[config.mk]
export PLATFORM = sky130hd
export DESIGN_NAME = fat12_front_flat
export DESIGN_NICKNAME = d
export VERILOG_FILES = /design/src/hdl/fat12_cluster_table_engine_top_macros.svh /design/src/hdl/fat12_pkg.sv /design/src/hdl/fat12_if.sv /design/src/hdl/fat12_front.sv /design/src/flat_wrapper.sv
export SDC_FILE = /design/constraint.sdc
export NUM_CORES = 1
export LEC_CHECK = 0
export BUFFER_PORTS_ARGS = -buffer_cell sky130_fd_sc_hd__buf_2
export CORE_MARGIN = 1.5
export CORE_UTILIZATION = 54
export CTS_BUF_LIST = sky130_fd_sc_hd__clkbuf_4 sky130_fd_sc_hd__clkbuf_8 sky130_fd_sc_hd__clkbuf_16
export CTS_CLUSTER_SIZE = 25
export DETAILED_ROUTE_END_ITERATION = 6
export HOLD_SLACK_MARGIN = 0.1
export PLACE_DENSITY = 0.77
export SETUP_SLACK_MARGIN = 0.02
export SLEW_MARGIN = 20
export SYNTH_ARGS = -nofsm -noshare
export SYNTH_HDL_FRONTEND = slang
export SYNTH_SLANG_ARGS = --single-unit
[constraint.sdc]
create_clock -name clock -period 6.3 [get_ports clock]
set_input_delay 0.945 -clock clock [delete_from_list [all_inputs] [get_ports clock]]
set_output_delay 0.945 -clock clock [all_outputs]
set_load 0.02 [all_outputs]
[src/hdl/fat12_cluster_table_engine_top_macros.svh]
// ---------------------------------------------------------------------------
// FAT12 cluster table engine - assertion macros
// Concurrent assertion wrappers clocked on clock and disabled in reset.
// ---------------------------------------------------------------------------
`ifndef FAT12_CLUSTER_TABLE_ENGINE_TOP_MACROS_SVH
`define FAT12_CLUSTER_TABLE_ENGINE_TOP_MACROS_SVH
`ifndef SYNTHESIS
`define FAT12_ASSERT(lbl, prop, msg) \
   lbl: assert property (@(posedge clock) disable iff (reset) prop) else $error(msg);
`define FAT12_ASSERT_NEXT(lbl, ante, cons, msg) \
   lbl: assert property (@(posedge clock) disable iff (reset) (ante) |=> (cons)) else $error(msg);
`else
`define FAT12_ASSERT(lbl, prop, msg)
`define FAT12_ASSERT_NEXT(lbl, ante, cons, msg)
`endif
`endif

[src/hdl/fat12_pkg.sv]
// ---------------------------------------------------------------------------
// FAT12 cluster table package
// Widths, codes, types and constants shared by the table engine.
// ---------------------------------------------------------------------------
package fat12_pkg;

   localparam int MAX_CLUSTERS = 4096;
   localparam int TABLE_DEPTH  = (MAX_CLUSTERS * 3) / 2;
   localparam int ROWS         = MAX_CLUSTERS / 2;
   localparam int ROW_W        = $clog2(ROWS);

   localparam int OPCODE_W   = 3;
   localparam int CLUSTER_W  = 12;
   localparam int ENTRY_W    = 12;
   localparam int ADDR_W     = 13;
   localparam int BYTE_W     = 8;
   localparam int STATUS_W   = 2;
   localparam int LBA_W      = 20;
   localparam int DSL_W      = 16;
   localparam int SPC_W      = 8;
   localparam int LIMIT_W    = 13;
   localparam int CSR_IDX_W  = 2;
   localparam int CSR_DATA_W = 16;
   localparam int ROW_DATA_W = 2 * ENTRY_W;

   // floor(a/3) = (a * DIV3_MUL) >> DIV3_SHIFT, exact for any 13-bit a
   localparam int DIV3_W     = 16;
   localparam int DIV3_SHIFT = 17;
   localparam logic [DIV3_W-1:0] DIV3_MUL = 16'd43691;

   localparam int Q_DEPTH = 2;
   localparam int Q_PTR_W = 1;

   localparam logic [ENTRY_W-1:0] LAST_MARK = 12'hFFF;
   localparam logic [ENTRY_W-1:0] EOC_MARK  = 12'hFF8;
   localparam logic [LBA_W-1:0]   LBA_MAX   = 20'hFFFFF;

   localparam logic [DSL_W-1:0]   DSL_RESET   = 16'd33;
   localparam logic [SPC_W-1:0]   SPC_RESET   = 8'd1;
   localparam logic [LIMIT_W-1:0] LIMIT_RESET = 13'd2849;

   localparam logic [OPCODE_W-1:0] OPC_LOAD  = 3'd0;
   localparam logic [OPCODE_W-1:0] OPC_READ  = 3'd1;
   localparam logic [OPCODE_W-1:0] OPC_WRITE = 3'd2;
   localparam logic [OPCODE_W-1:0] OPC_ALLOC = 3'd3;
   localparam logic [OPCODE_W-1:0] OPC_CHAIN = 3'd4;

   localparam logic [STATUS_W-1:0] STS_OK       = 2'd0;
   localparam logic [STATUS_W-1:0] STS_NO_SPACE = 2'd1;
   localparam logic [STATUS_W-1:0] STS_RANGE    = 2'd2;

   localparam logic [CSR_IDX_W-1:0] CSR_DATA_START = 2'd0;
   localparam logic [CSR_IDX_W-1:0] CSR_SPC        = 2'd1;
   localparam logic [CSR_IDX_W-1:0] CSR_LIMIT      = 2'd2;

   typedef enum logic [2:0] {
      K_LOAD,
      K_READ,
      K_WRITE,
      K_ALLOC,
      K_CHAIN,
      K_NOP
   } fat12_kind_type;

   typedef enum logic [2:0] {
      S_CLEAR,
      S_IDLE,
      S_EXEC,
      S_SCAN,
      S_LINK_RD,
      S_LINK_WR,
      S_FINISH
   } fat12_state_type;

   typedef struct packed {
      logic [DSL_W-1:0]   dsl;
      logic [SPC_W-1:0]   spc;
      logic [LIMIT_W-1:0] limit;
   } fat12_cfg_type;

   typedef struct packed {
      fat12_kind_type     kind;
      logic               bad;
      logic               empty;
      logic [ROW_W-1:0]   row;
      logic [1:0]         bsel;
      logic               odd;
      logic [ENTRY_W-1:0] data;
      logic [CLUSTER_W-1:0] cluster;
      logic [LBA_W-1:0]   lba;
      logic [LIMIT_W-1:0] lim;
   } fat12_item_type;

   typedef struct packed {
      logic           valid;
      fat12_item_type item;
   } fat12_head_type;

   typedef struct packed {
      logic pop;
      logic clearing;
   } fat12_back_ctl_type;

endpackage

[src/hdl/fat12_if.sv]
// ---------------------------------------------------------------------------
// FAT12 channel interfaces
// Request and response channels with valid/ready handshake.
// ---------------------------------------------------------------------------
interface fat12_req_if import fat12_pkg::*; ();
   logic                 valid;
   logic                 ready;
   logic [OPCODE_W-1:0]  opcode;
   logic [CLUSTER_W-1:0] cluster;
   logic [ENTRY_W-1:0]   entry_data;
   logic [ADDR_W-1:0]    byte_address;
   logic [BYTE_W-1:0]    byte_data;

   modport source (output valid, opcode, cluster, entry_data, byte_address, byte_data,
                   input ready);
   modport sink (input valid, opcode, cluster, entry_data, byte_address, byte_data,
                 output ready);
endinterface


[src/hdl/fat12_front.sv]
// ---------------------------------------------------------------------------
// FAT12 front end
// Accepts requests, decodes and range-checks them, and queues them.
// ---------------------------------------------------------------------------
module fat12_front import fat12_pkg::*; (
   input  logic               clock,
   input  logic               reset,
   fat12_req_if.sink          req,
   input  fat12_cfg_type      cfg,
   input  fat12_back_ctl_type ctl,
   output fat12_head_type     head
);

   localparam logic [LIMIT_W-1:0] CL_RANGE  = LIMIT_W'(MAX_CLUSTERS);
   localparam logic [ADDR_W-1:0]  ADDR_END  = ADDR_W'(TABLE_DEPTH);
   localparam logic [LIMIT_W-1:0] LIM_MIN   = 13'd3;
   localparam logic [Q_PTR_W:0]   Q_FULL    = (Q_PTR_W+1)'(Q_DEPTH);

   logic [ADDR_W+DIV3_W-1:0] quot_prod;
   logic [ROW_W-1:0]         load_row;
   logic [ADDR_W-1:0]        three_row;
   logic [ADDR_W-1:0]        load_rem;
   logic [CLUSTER_W-1:0]     c_m2;
   logic [LBA_W-1:0]         lba_prod;
   logic [LBA_W:0]           lba_sum;
   logic [LIMIT_W-1:0]       lim_eff;
   logic                     cl_bad;
   fat12_item_type           item;

   fat12_item_type           q_ff [Q_DEPTH];
   logic [Q_PTR_W-1:0]       wr_ptr_ff, wr_ptr_in;
   logic [Q_PTR_W-1:0]       rd_ptr_ff, rd_ptr_in;
   logic [Q_PTR_W:0]         count_ff, count_in;
   logic                     push;

   // byte address to row of two entries and byte within that row
   assign quot_prod = {{DIV3_W{1'b0}}, req.byte_address} * {{ADDR_W{1'b0}}, DIV3_MUL};
   assign load_row  = quot_prod[DIV3_SHIFT +: ROW_W];
   assign three_row = ADDR_W'({load_row, 1'b0}) + ADDR_W'(load_row);
   assign load_rem  = req.byte_address - three_row;

   // first sector of the cluster, saturated
   assign c_m2     = req.cluster - CLUSTER_W'(2);
   assign lba_prod = LBA_W'({{SPC_W{1'b0}}, c_m2} * {{CLUSTER_W{1'b0}}, cfg.spc});
   assign lba_sum  = (LBA_W+1)'(lba_prod) + (LBA_W+1)'(cfg.dsl);

   assign lim_eff = (cfg.limit > CL_RANGE) ? CL_RANGE : cfg.limit;
   assign cl_bad  = LIMIT_W'(req.cluster) >= CL_RANGE;

   always_comb begin
      item         = '0;
      item.kind    = K_NOP;
      item.row     = req.cluster[1 +: ROW_W];
      item.odd     = req.cluster[0];
      item.bsel    = load_rem[1:0];
      item.cluster = req.cluster;
      item.lba     = lba_sum[LBA_W] ? LBA_MAX : lba_sum[LBA_W-1:0];
      item.lim     = lim_eff;
      case (req.opcode)
         OPC_LOAD: begin
            item.kind = K_LOAD;
            item.bad  = req.byte_address >= ADDR_END;
            item.row  = load_row;
            item.data = ENTRY_W'(req.byte_data);
         end
         OPC_READ: begin
            item.kind = K_READ;
            item.bad  = cl_bad;
         end
         OPC_WRITE: begin
            item.kind = K_WRITE;
            item.bad  = cl_bad;
            item.data = req.entry_data;
         end
         OPC_ALLOC: begin
            item.kind  = K_ALLOC;
            item.bad   = cl_bad;
            item.empty = lim_eff < LIM_MIN;
         end
         OPC_CHAIN: begin
            item.kind = K_CHAIN;
            item.bad  = cl_bad || (req.cluster < CLUSTER_W'(2));
         end
         default: begin
            item.kind = K_NOP;
         end
      endcase
   end

   // short queue toward the back end; hold off while the table is cleared
   assign req.ready = (count_ff != Q_FULL) && !ctl.clearing;
   assign push      = req.valid && req.ready;

   always_comb begin
      wr_ptr_in = push    ? wr_ptr_ff + 1'b1 : wr_ptr_ff;
      rd_ptr_in = ctl.pop ? rd_ptr_ff + 1'b1 : rd_ptr_ff;
      count_in  = count_ff + (Q_PTR_W+1)'(push) - (Q_PTR_W+1)'(ctl.pop);
   end

   always_ff @(posedge clock) begin
      if (reset) begin
         wr_ptr_ff <= '0;
         rd_ptr_ff <= '0;
         count_ff  <= '0;
      end else begin
         wr_ptr_ff <= wr_ptr_in;
         rd_ptr_ff <= rd_ptr_in;
         count_ff  <= count_in;
      end
   end

   always_ff @(posedge clock) begin
      if (push) begin
         q_ff[wr_ptr_ff] <= item;
      end
   end

   assign head.valid = count_ff != '0;
   assign head.item  = q_ff[rd_ptr_ff];

endmodule

[src/flat_wrapper.sv]
// flat-port wrapper written by rule: the top's interface ports become plain ports
module fat12_front_flat import fat12_pkg::*;
  (clock, reset, cfg, ctl, head, req_valid, req_opcode, req_cluster, req_entry_data, req_byte_address, req_byte_data, req_ready);
  fat12_req_if req_i ();
  input  logic clock;
  input  logic reset;
  input  fat12_cfg_type cfg;
  input  fat12_back_ctl_type ctl;
  output fat12_head_type head;
  input wire logic [$bits(req_i.valid)-1:0] req_valid;
  input wire logic [$bits(req_i.opcode)-1:0] req_opcode;
  input wire logic [$bits(req_i.cluster)-1:0] req_cluster;
  input wire logic [$bits(req_i.entry_data)-1:0] req_entry_data;
  input wire logic [$bits(req_i.byte_address)-1:0] req_byte_address;
  input wire logic [$bits(req_i.byte_data)-1:0] req_byte_data;
  output wire logic [$bits(req_i.ready)-1:0] req_ready;
  assign req_i.valid = req_valid;
  assign req_i.opcode = req_opcode;
  assign req_i.cluster = req_cluster;
  assign req_i.entry_data = req_entry_data;
  assign req_i.byte_address = req_byte_address;
  assign req_i.byte_data = req_byte_data;
  assign req_ready = req_i.ready;
  fat12_front u_core (.clock(clock), .reset(reset), .req(req_i), .cfg(cfg), .ctl(ctl), .head(head));
endmodule
==> summary.txt <==
Initial Utilization = 54.7%
Post-synth top area share = 35.2%
DIE WIDTH = 157 microns
Largest family of logic cells by synthesized area = adder cells
DP Wirelength = 20.5 mm
Tmin final = 6.11 ns
DR WL/cell = 16.2 microns
Fin crit share = 97.0%
Total GRT Usage = 22.0%
Most common cell after layout, fill and taps aside = inv_1
Kind of critical path = in -> reg
CTS tree = done
DRT Wirelength = 26.3 mm
RSZ-0062 raised after global routing = true
Number of buffers added on ports = 167
Synthesized area = 12800 sq um
FF+latch area = 4610 sq um
Post-Synth Adder-Cell Area = 32.0%
Total CTS buffers = 17
Largest net degree at the start of global routing = 76
Static Leak = 0.00687 uW
Data required, critical path = 6.57 ns
Skew-Pair Late Insertion Delay = 0.43 ns
Clock slew at reported path FFs = 0.07 ns
Num rows = 56
Peak VDD IR = 288 uV
Dpl cell area = 14200 sq um
Slew Limit Fails = 0
Max Cap Violations = 0
Initial antenna violation count = 3
Vias = 8441
Number of synthesized flops with an enable pin = 150
Die Y = 157 microns
Nets = 1638
CP Capture Type = register
Status = finished, final reports clean
Root Driver = clkbuf_16
Xor and xnor area share after synthesis = 2.95%
Post-synthesis register bit count = 155
DRC = 0
Netlist cell types = 60
Vias per inst = 5.18
Final cell count without fillers = 1630
DR iter-0 viols = 324
Synth warn = 0
Sequential share of the synthesized area = 35.9%
Compound-cell area share of the yosys netlist = 5.68%
Multiplexer area fraction after synthesis = 6.75%
CTS sink cnt = 155
Area contributors post-synth = edfxtp_1 (35%), fa_1 (20%), ha_1 (13%)
Worst-path fanout max = 8
Htree depth = 4
Hold Violations, Final = 0
DR pass1 iterations = 6
Worst Hold Class = reg -> reg
Syn_nets = 1440
Post-CTS setup buffer count = 0
Die area = 24700 sq um
Startpoint Class = primary input
Core box area = 23400 sq um
Final-report setup violation count = 0
Cell taking the most area after synthesis = edfxtp_1
Fmax = 0.164 GHz
Setup Skew = 0.00769 ns
Top Ports = 168
Fin area = 14900 sq um
Cells after Synth = 1097
Fill cell count = 1914
Critical path data arrival time = 6.38 ns
First-pass GRT wire length = 41.8 mm
Asr flop ratio synth = 0%
RR Startpoint = u_core.count_ff[0]
Area occupied by multi-input gates = 7300 sq um
DRT antenna net count = 0
Dpl cells = 1594
Least-Margin Pin Slew = 1.06 ns
Min-delay src = u_core.rd_ptr_ff
Most frequent cells in the layout = inv_1 (216), buf_2 (167), edfxtp_1 (150)
Simple-Gate Fraction of Synth Area = 9.36%
PwrDens = 432 nW/um^2
Synthesized area per cell = 11.7 sq um
Vias in the first global route = 8637
GPL Wtd Cong = 0.882
Area grow syn2layout = 15.9%
Slew margin rel. = 29.1%
Ys flop type = edfxtp_1
Fraction of layout cells with a size suffix above 1 = 25.4%
Total gr overflow = 0
Hold slack = 0.518 ns
Crit path launch = req_cluster[6]
Clock Tree Buf Depth = 2
[per-stage QoR]
step	worst slack [ns]	power [uW]	utilization [%]	TNS, ns
after floorplan	0.181	4390	-	0
after global placement	-0.131	5240	60.8	-2.82
after detailed placement	-0.230	5370	60.8	-5.54
after CTS	0.191	6440	63.3	0
after global routing	-0.00115	6980	63.5	-0.00115
final	0.188	6420	63.5	0
[where the power goes]
| group | switching (uW) | internal, uW | leakage, uW |
|---|---|---|---|
| combinational | 2150 | 1720 | 0.00516 |
| clock | 479 | 534 | 0.000292 |
| sequential | 45.5 | 1490 | 0.00142 |
[synth_stat cells (4+ instances only)]
library cell,instances
ha_1,128
fa_1,125
a21o_1,8
nor2b_1,41
a21oi_1,17
xnor2_1,24
a22o_1,8
nand2_1,62
a211oi_1,6
o21a_1,9
mux2_2,75
xor2_1,16
nor2_1,23
nor3_1,10
nand3_1,7
inv_1,216
nor4_1,4
and3_1,4
o21ai_0,23
edfxtp_1,150
dfxtp_1,5
o21ai_1,7
clkbuf_1,22
nand2b_1,17
o21bai_1,4
and2_1,40
[flip-flops by register name, summed over array words and instances (netlist names), named ones only]
name and count:
u_core.q_ff 150, u_core.count_ff 2, u_core.rd_ptr_ff 1, u_core.wr_ptr_ff 1
[logic make-up after synthesis]
family / count (synthesis)
buffers and inverters: 242
and+or+nand+nor: 224
adders and majority gates: 253
xor gates and xnor gates: 41
DFF: 155
AOI/OAI and AO/OA: 105
muxes: 77
[path summary, 6_finish.rpt]
kind	end	slack (ns)	cells past startpoint
max	u_core.q_ff[1][30]	0.19	21
min reg2reg	u_core.rd_ptr_ff	0.52	2
min	u_core.rd_ptr_ff	0.52	2
max reg2reg	u_core.q_ff[0][20]	3.72	5
[metal layers]
layer	share of wire, %	global-route usage, %	up-vias
met5	0.049	0	-
met4	2.1	7.05	2
met3	4.4	4.27	45
met2	49	38.0	203
met1	44	27.9	4160
li1	-	-	4031
[final cells by class]
type	instances	area share, %
diodes	3	0.0505
clock inverters	15	1.14
clock buffers	17	2.86
inverters	216	5.46
well taps	319	2.69
repair buffers	205	7.63
multi-input cells	700	49.2
flip-flops and latches	155	31.0
[timing repair]
item	4_1_cts	5_1_grt
resized for setup	0	4
hold buffers	0	0
setup endpoints to repair	0	25
[worst max-delay path, stage by stage]
cell	delay, ns
buf_2	0.10
or3_1	0.44
or4_4	0.55
xnor2_4	0.26
nand2_1	0.14
fa_1	0.55
inv_1	0.07
fa_1	0.47
fa_1	0.49
inv_1	0.05
fa_1	0.52
inv_1	0.05
ha_1	0.35
buf_4	0.17
o21a_1	0.10
o21ai_0	0.28
a211oi_2	0.09
o21bai_1	0.26
a21oi_1	0.14
o21a_1	0.19
o21ai_1	0.17
(Power assumes the default switching activity.)
